--- src/hdl/i2d_pkg.sv ---
// Package for the int64 to double converter: types and constants.
package i2d_pkg;
    localparam int unsigned ExpTop   = 1086;
    localparam int unsigned FracBits = 52;
    localparam int unsigned DropBits = 11;

    typedef enum logic
    {
        CMD_UNSIGNED = 1'b0,
        CMD_SIGNED   = 1'b1
    } cmd_t;

    // Stage 1 to 2: magnitude and sign
    typedef struct packed
    {
        logic        neg;
        logic [63:0] mag;
    } mag_stage_t;

    // Stage 3 to 4: normalized magnitude
    typedef struct packed
    {
        logic        neg;
        logic        zero;
        logic [5:0]  lz;
        logic [63:0] norm;
    } norm_stage_t;
endpackage

--- src/hdl/i2d_normalize.sv ---
// Leading-zero count and normalizing shift, two register stages.
module i2d_normalize
(
    input  logic                      clk,
    input  logic                      rst_n,
    input  logic                      advance,
    input  logic                      in_valid,
    input  i2d_pkg::mag_stage_t       in_data,
    output logic                      out_valid,
    output i2d_pkg::norm_stage_t      out_data
);
    import i2d_pkg::*;

    logic        cnt_valid_reg;
    logic        cnt_neg_reg;
    logic        cnt_zero_reg;
    logic [5:0]  cnt_lz_reg;
    logic [63:0] cnt_mag_reg;
    logic [5:0]  lz_next;
    logic        valid_reg;
    norm_stage_t data_reg;

    // Priority search for the leading one
    always_comb
    begin
        lz_next = '0;
        for (int i = 0; i < 64; i++)
        begin
            if (in_data.mag[i])
            begin
                lz_next = 6'(63 - i);
            end
        end
    end

    always_ff @(posedge clk or negedge rst_n)
    begin
        if (!rst_n)
        begin
            cnt_valid_reg <= 1'b0;
            valid_reg     <= 1'b0;
        end
        else if (advance)
        begin
            cnt_valid_reg <= in_valid;
            valid_reg     <= cnt_valid_reg;
        end
    end

    // Payload: count stage, then shift stage
    always_ff @(posedge clk)
    begin
        if (advance)
        begin
            cnt_neg_reg    <= in_data.neg;
            cnt_zero_reg   <= (in_data.mag == '0);
            cnt_lz_reg     <= lz_next;
            cnt_mag_reg    <= in_data.mag;
            data_reg.neg   <= cnt_neg_reg;
            data_reg.zero  <= cnt_zero_reg;
            data_reg.lz    <= cnt_lz_reg;
            data_reg.norm  <= cnt_mag_reg << cnt_lz_reg;
        end
    end

    assign out_valid = valid_reg;
    assign out_data  = data_reg;
endmodule

--- src/hdl/int64_to_double_converter_core.sv ---
// Top level of the int64 to double converter pipeline.
//
//  channel | signals                          | direction
//  --------+----------------------------------+----------
//  in      | in_valid, in_stall, command,     | into block
//          | value                            |
//  out     | out_valid, out_stall,            | out of block
//          | double_bits                      |
//
// One item per cycle while not stalled; four register stages: magnitude,
// leading-zero count, normalizing shift, rounding.
// Reset clears only the stage valid bits.
// The pipeline advances whenever the output register is empty or taken;
// in_stall follows out_stall only when the pipeline is full at the output.
module int64_to_double_converter_core
(
    input  logic        clk,
    input  logic        rst_n,
    input  logic        in_valid,
    output logic        in_stall,
    input  logic        command,
    input  logic [63:0] value,
    output logic        out_valid,
    input  logic        out_stall,
    output logic [63:0] double_bits
);
    import i2d_pkg::*;

    logic        advance;
    logic        mag_valid_reg;
    mag_stage_t  mag_reg;
    mag_stage_t  mag_next;
    logic        nrm_valid;
    norm_stage_t nrm;
    logic        out_valid_reg;
    logic [63:0] out_reg;
    logic [63:0] res_next;
    logic [63:0] base;
    logic        rnd;
    logic        sticky;

    assign advance  = !(out_valid_reg && out_stall);
    assign in_stall = !advance;

    // Stage 1: sign and magnitude
    always_comb
    begin
        mag_next.neg = (cmd_t'(command) == CMD_SIGNED) && value[63];
        mag_next.mag = mag_next.neg ? (64'd0 - value) : value;
    end

    always_ff @(posedge clk or negedge rst_n)
    begin
        if (!rst_n)
        begin
            mag_valid_reg <= 1'b0;
            out_valid_reg <= 1'b0;
        end
        else if (advance)
        begin
            mag_valid_reg <= in_valid;
            out_valid_reg <= nrm_valid;
        end
    end

    always_ff @(posedge clk)
    begin
        if (advance)
        begin
            mag_reg <= mag_next;
            out_reg <= res_next;
        end
    end

    i2d_normalize u_norm
    (
        .clk       (clk),
        .rst_n     (rst_n),
        .advance   (advance),
        .in_valid  (mag_valid_reg),
        .in_data   (mag_reg),
        .out_valid (nrm_valid),
        .out_data  (nrm)
    );

    // Stage 4: pack, round to nearest even, set sign
    always_comb
    begin
        base   = {1'b0, 11'(ExpTop - 32'(nrm.lz)), nrm.norm[62:DropBits]};
        rnd    = nrm.norm[DropBits-1];
        sticky = |nrm.norm[DropBits-2:0];
        res_next = base + {63'd0, rnd && (sticky || base[0])};
        if (nrm.zero)
        begin
            res_next = '0;
        end
        else if (nrm.neg)
        begin
            res_next[63] = 1'b1;
        end
    end

    assign out_valid   = out_valid_reg;
    assign double_bits = out_reg;

`ifndef SYNTH
    // A held result must not change while stalled
    a_hold: assert property (@(posedge clk) disable iff (!rst_n)
        out_valid && out_stall |=> out_valid && $stable(double_bits))
        else $error("result changed under stall");
    // Stall at input only when the output is blocked
    a_stall: assert property (@(posedge clk) disable iff (!rst_n)
        in_stall |-> out_valid && out_stall)
        else $error("spurious input stall");
    // Zero input gives +0 at the output in a free-flowing pipe
    a_zero: assert property (@(posedge clk) disable iff (!rst_n)
        in_valid && !in_stall && value == 64'd0 ##1 !in_stall ##1 !in_stall
        ##1 !in_stall |=> double_bits == 64'd0)
        else $error("zero did not convert to +0");
`endif
endmodule

--- config.mk ---
export PLATFORM = sky130hd
export DESIGN_NAME = int64_to_double_converter_core
export DESIGN_NICKNAME = d
export VERILOG_FILES = /design/src/hdl/i2d_pkg.sv /design/src/hdl/i2d_normalize.sv /design/src/hdl/int64_to_double_converter_core.sv
export SDC_FILE = /design/constraint.sdc
export NUM_CORES = 1
export LEC_CHECK = 0
export ABC_AREA = 1
export BUFFER_PORTS_ARGS = -buffer_cell sky130_fd_sc_hd__buf_2
export CORE_MARGIN = 2
export CORE_UTILIZATION = 40
export CTS_CLUSTER_DIAMETER = 80
export CTS_CLUSTER_SIZE = 12
export DETAILED_ROUTE_END_ITERATION = 8
export GPL_ROUTABILITY_DRIVEN = 0
export GPL_TIMING_DRIVEN = 0
export SLEW_MARGIN = 15
export SYNTH_ARGS = -nofsm -noshare
export SYNTH_HDL_FRONTEND = slang
export SYNTH_SLANG_ARGS = --single-unit
export TNS_END_PERCENT = 1
--- constraint.sdc ---
create_clock -name clk -period 7.5 [get_ports clk]
set_input_delay 0.375 -clock clk [delete_from_list [all_inputs] [get_ports clk]]
set_output_delay 0.375 -clock clk [all_outputs]
set_load 0.1 [all_outputs]
==> metrics.md, run 1 <==
| Metric | Value |
|---|---|
| Crit path required time | `7.78 ns` |
| P_int | `4.22 mW` |
| Worst hold path class | `input pin to flop` |
| Sw frac | `50.8%` |
| DR DRC count | `0` |
| Most frequent cells in the layout | `nand2_1, edfxtp_1, nor2_1, inv_1, o21ai_0` |
| Die Wd | `205 µm` |
| Crit path time final | `4.94 ns` |
| Max reg flops | `71` |
| Reg2Reg Depth | `33` |
| Main flop type after synthesis | `edfxtp_1` |
| Vias in the first global route | `12.8k` |
| Clock Pin Slew Worst Setup and Hold Paths | `0.06 ns` |
| Final wirelength | `41.3 mm` |
| Placed inst area | `17500 µm²` |
| Via count | `13.6k` |
| CP max stage delay | `0.54 ns` |
| Synth Net Count | `2004` |
| Final setup vio count | `0` |
| # diodes | `0` |
| Max-slew violations | `0` |
| Post-synth ARST share | `1.45%` |
| Area Growth Syn to Fin | `13.6%` |
| Status | `complete, no violations` |
| I/O pins | `135` |
| Nets | `2171` |
| Clk_lat worst skew | `0.56 ns` |
| Netlist Area Pre-Place | `16100 µm²` |
| Post-CTS Setup Inserts | `0` |
| LEAKAGE | `7.77 nW` |
| Slowest stage cell on the critical path | `or4_1` |
| Commonest non-fill, non-tap cell in the layout | `nand2_1` |
| Clock Path Buffers | `3` |
| Maximum vdd drop | `0.349 mV` |
| Synth Register Bits | `275` |
| CTS resizes | `0` |
| NetSw | `4.36 mW` |
| Initial antenna violation count | `0` |
| GRT Overall Usage | `19.5%` |
| Die height | `205 µm` |
| CTS Buf Count | `27` |
| Pre-antenna DRT Iters | `6` |
| Synth warn | `0` |
| CTS tree | `done` |
| Sequential fraction of the synthesis area | `51.2%` |
| Initial drt markers | `949` |
| Post-Place Cells | `2592` |
| Site Rows | `73` |
| Post-synth EDFFs | `271` |
| Final hold vios | `0` |
| DP Wirelength | `32.8 mm` |
| Crit end category | `flop` |
| Share of cells above drive strength 1 | `10.1%` |
| Vias/cell | `5.15` |
| CP Launch Type | `flop` |
| Fmax | `202 MHz` |
| Post-route ant nets | `0` |
| Mapped Cells | `1931` |
| Full die area | `41800 µm²` |
| Part of the power in registers | `34.0%` |
| Dpl ws | `2.58 ns` |
| Synthesized area per cell | `8.33 µm²` |
| CTS root buf | `clkbuf_16` |
| Final std cells w/o fill | `2634` |
| Slew margin rel. | `47.2%` |
| Max cap viols | `0` |
| CP arrival | `5.22 ns` |
| Pwr dens | `470 nW/µm²` |
| RSZ-0062 raised after global routing | `no` |
| Logic pwr share | `51.7%` |
| First-pass GRT wire length | `65.7 mm` |
| Clock Skews | `0.0204 ns` |
| Hold_ws | `0.0362 ns` |
| H-Tree Depth | `1` |
| Yosys cell types | `46` |
| Critical Setup Path Class | `flop to flop` |
| Least-Margin Pin Slew | `0.785 ns` |
| Hold depth | `1` |
| Tcrit/Tclk final | `65.9%` |
| IO Port Bufs | `134` |
| Pin count of the biggest net entering global routing | `110` |
| Final worst-path setup slack | `2.56 ns` |
| Setup_tns | `0 ns` |
| Final Instance Area | `18300 µm²` |
| Initial Util | `40.5%` |
| Clock network fraction of design power | `14.3%` |
| Routed length per placed instance | `15.7 µm` |
| TritonCTS Sinks | `275` |
| CP max FO | `6` |
| Core box area | `39700 µm²` |
| Gr ovfl total | `0` |
[cell families (layout without fill, tap and decap cells)]
group | Yosys count | count (layout) | share of synthesized area [%]
adder cells (fa/ha/maj) | 4 | 4 | 0.311
multiplexers | 49 | 49 | 3.05
AO/OA/AOI/OAI | 303 | 303 | 10.1
buffers and inverters | 292 | 470 | 6.82
AND/OR/NAND/NOR | 943 | 943 | 25.0
flip-flops | 275 | 275 | 51.2
XOR/XNOR | 65 | 65 | 3.54
[power by group through the flow]
stage	registers, mW	clock network [mW]	logic, mW
after global routing	2.99	1.32	4.80
after floorplan	4.13	0	2.06
after CTS	2.92	1.26	4.37
final	2.91	1.23	4.43
after detailed placement	2.95	0	4.36
after global placement	3.01	0	4.32
[layer usage]
layer	GRT usage [%]	wire (µm)
met5	0	0
met4	7.35	1530
met3	2.31	2300
met2	33.7	19500
met1	25.1	17900
[stage by stage]
step	utilization [%]	total power [mW]
2_1_floorplan	-	6.19
3_3_place_gp	43.8	7.33
3_5_place_dp	44.0	7.31
4_1_cts	46.0	8.55
5_1_grt	46.0	9.11
6_report	46.0	8.58
[synth_stat cells, drive strengths merged, types with 4 or more instances]
cell / number / share of area, %
o31ai: 5 / 0.23
nand3: 113 / 3.6
edfxtp: 271 / 51
mux2i: 49 / 3.0
dfrtp: 4 / 0.62
buf: 14 / 0.33
xor2: 39 / 2.1
or4: 6 / 0.28
nor4: 26 / 1.2
a31oi: 12 / 0.47
o211ai: 8 / 0.37
or2: 5 / 0.19
nor3: 48 / 1.6
xnor2: 26 / 1.4
ha: 4 / 0.31
clkbuf: 67 / 1.6
nand4: 10 / 0.43
o21ai: 190 / 5.9
inv: 208 / 4.9
nand2: 506 / 12
a21oi: 70 / 2.2
nor2: 225 / 5.6
a21boi: 4 / 0.19
[layout make-up]
cell class,instances,area (µm²)
Timing Repair Buffer,138,746
Clock inverter,2,41.3
Tap cell,525,657
Sequential cell,275,8240
Clock buffer,38,717
Fill cell,3896,21500
Multi-Input combinational cell,1364,6780
Buffer,81,305
Inverter,211,792
[worst paths after layout]
check,from,to,slack (ns)
setup / recovery,u_norm.out_data[11],double_bits[58],2.56
hold / removal,value[0],mag_reg[0],0.04
setup reg to reg,u_norm.out_data[11],double_bits[58],2.56
hold reg to reg,mag_reg[64],u_norm.cnt_neg_reg,0.42
max in group asynchronous,rst_n,out_valid,7.22
min in group asynchronous,rst_n,u_norm.cnt_valid_reg,0.16
[repair_timing]
action	in CTS	in global routing
hold endpoints to repair	5	0
setup endpoints to repair	0	0
hold buffers	2	0
[critical path, delay by kind of cell (launching register included)]
| family | cells | cell delay [ns] |
|---|---|---|
| DFF | 1 | 0.34 |
| buffers and inverters | 6 | 0.56 |
| AOI/OAI and AO/OA | 2 | 0.15 |
| and+or+nand+nor | 24 | 3.43 |
| adders and majority gates | 1 | 0.17 |
No activity file was read; power rests on OpenSTA's default activity.
==> run 2, diff against run 1 <==
==> constraint.sdc (replaced) <==
create_clock -name clk -period 4.75 [get_ports clk]
set_input_delay 0.2375 -clock clk [delete_from_list [all_inputs] [get_ports clk]]
set_output_delay 0.2375 -clock clk [all_outputs]
set_load 0.1 [all_outputs]
==> run 2 against run 1 <==
Non-clock buffer count grew 7. Combinational power grew 59%. Flip-flop and latch count is the same. First-iteration DRC count grew 6.0%. Count of clock-buffer cells in the layout shrank 1. Power grew 58%. Setup slack lost 2.6 ns.
==> metrics.md, run 2 (synthesis gave the netlist of run 1 again) <==
| Metric | Value |
|---|---|
| # fillers | `3838` |
| Least-Margin Pin Slew | `0.798 ns` |
| GRT Overall Usage | `19.6%` |
| H-Tree Depth | `1` |
| Multi-input logic area | `6830 µm²` |
| Nets | `2178` |
| DR DRC count | `0` |
| Vias in the first global route | `13.1k` |
| Full die area | `41800 µm²` |
| Final wirelength | `41.4 mm` |
| Vias/cell | `5.18` |
| Pwr dens | `737 nW/µm²` |
| Commonest non-fill, non-tap cell in the layout | `nand2_1` |
| CTS root buf | `clkbuf_16` |
| Fmax | `211 MHz` |
| Final setup vio count | `0` |
| Via count | `13.7k` |
| Tcrit/Tclk final | `99.9%` |
| Share of cells above drive strength 1 | `10.8%` |
| Die Wd | `205 µm` |
| Core box area | `39700 µm²` |
| Slowest stage cell on the critical path | `or4_4` |
| Max-slew violations | `0` |
| Gr ovfl total | `0` |
| Die height | `205 µm` |
| Clock Skews | `0.0126 ns` |
| NetSw | `6.91 mW` |
| Sw frac | `51.0%` |
| RSZ-0062 raised after global routing | `yes` |
| Most frequent cells in the layout | `nand2_1, edfxtp_1, nor2_1, inv_1, o21ai_0` |
| Crit path time final | `4.74 ns` |
| Register area | `8240 µm²` |
| Initial Util | `40.5%` |
| Max cap viols | `0` |
| DP Wirelength | `33.0 mm` |
| Initial drt markers | `1006` |
| Crit path required time | `5.01 ns` |
| Clk_lat worst skew | `0.55 ns` |
| Status | `complete, no violations` |
| Logic pwr share | `52.0%` |
| I/O pins | `135` |
| Final hold vios | `0` |
| Slew margin rel. | `46.8%` |
| Pre-antenna DRT Iters | `6` |
| CTS tree | `done` |
| Worst hold path class | `input pin to asynchronous set/reset pin` |
| Reg2Reg Depth | `33` |
| Area Growth Syn to Fin | `14.3%` |
| Maximum vdd drop | `0.611 mV` |
| IO Port Bufs | `134` |
| CP max stage delay | `0.54 ns` |
| CTS Buf Count | `27` |
| LEAKAGE | `7.83 nW` |
| Pin count of the biggest net entering global routing | `87` |
| CP arrival | `5.01 ns` |
| Critical Setup Path Class | `flop to flop` |
| Part of the power in registers | `34.0%` |
| Max reg flops | `71` |
| Tot Pwr | `13.5 mW` |
| # diodes | `0` |
| Setup_tns | `0 ns` |
| CP Launch Type | `flop` |
| Initial antenna violation count | `0` |
| Routed length per placed instance | `15.7 µm` |
| Post-route ant nets | `0` |
| Site Rows | `73` |
| TritonCTS Sinks | `275` |
| Clock Pin Slew Worst Setup and Hold Paths | `0.06 ns` |
| Clock Path Buffers | `3` |
| First-pass GRT wire length | `66.0 mm` |
| Clock network fraction of design power | `14.0%` |
| P_int | `6.64 mW` |
| CP max FO | `6` |
| Crit end category | `flop` |
-- run 2: routing by layer --
layer / part of all wire, % / track usage [%] / up-vias
li1: - / - / 6836
met3: 5.6 / 2.26 / 137
met1: 43 / 24.7 / 6185
met2: 47 / 33.2 / 524
met5: 0 / 0 / -
met4: 4.8 / 9.96 / 0
-- run 2: per-stage QoR --
stage	area (µm²)	std cells	setup WS (ns)	hold slack [ns]	util (%)
global placement	17400	2590	-0.0850	0.0425	43.9
global route	18400	2641	-0.328	0.00919	46.3
floorplan	16100	1931	0.335	-0.0581	-
CTS	18300	2640	-0.0753	0.000880	46.1
detailed placement	17500	2593	-0.154	0.0465	44.1
finish	18400	2641	0.00624	0.0123	46.3
-- run 2: repair_timing --
action	4_1_cts	5_1_grt
pin swaps	5	3
gates resized for setup	3	12
endpoints found under the hold margin	7	0
hold buffers	4	0
buffers inserted	3	1
endpoints found under the setup margin	2	12
-- run 2: layout make-up --
type                            count  area share (%)
Tap cell                          525            3.57
Timing Repair Buffer              145            4.48
Clock inverter                      3          0.0952
Multi-Input combinational cell   1364            37.1
Clock buffer                       37            3.93
Sequential cell                   275            44.8
Buffer                             81            1.69
Inverter                          211            4.31
-- run 2: final timing paths --
path                       slack [ns]                start              endpoint
setup / recovery                0.006  u_norm.out_data[11]       double_bits[58]
min in group clk                 0.01            value[22]           mag_reg[22]
hold reg to reg                  0.42   u_norm.cnt_neg_reg   u_norm.out_data[71]
setup reg to reg                0.006  u_norm.out_data[11]       double_bits[58]
max in group asynchronous        4.62                rst_n  u_norm.cnt_valid_reg
hold / removal                   0.01                rst_n         mag_valid_reg
-- run 2: critical path, delay by kind of cell (launching register included) --
kind                     cells  cell delay, ns
AND/OR/NAND/NOR             24            3.32
buffers and inverters        6            0.53
flip-flops                   1            0.36
adder cells (fa/ha/maj)      1            0.14
AO/OA/AOI/OAI                2            0.12
-- run 2: power groups by stage --
| stage | sequential (mW) | combinational (mW) | clock, mW |
|---|---|---|---|
| finish | 4.61 | 7.05 | 1.89 |
| global route | 4.73 | 7.63 | 2.03 |
| CTS | 4.61 | 6.92 | 1.94 |
| detailed placement | 4.66 | 6.89 | 0 |
| global placement | 4.70 | 6.82 | 0 |
| floorplan | 6.48 | 3.25 | 0 |
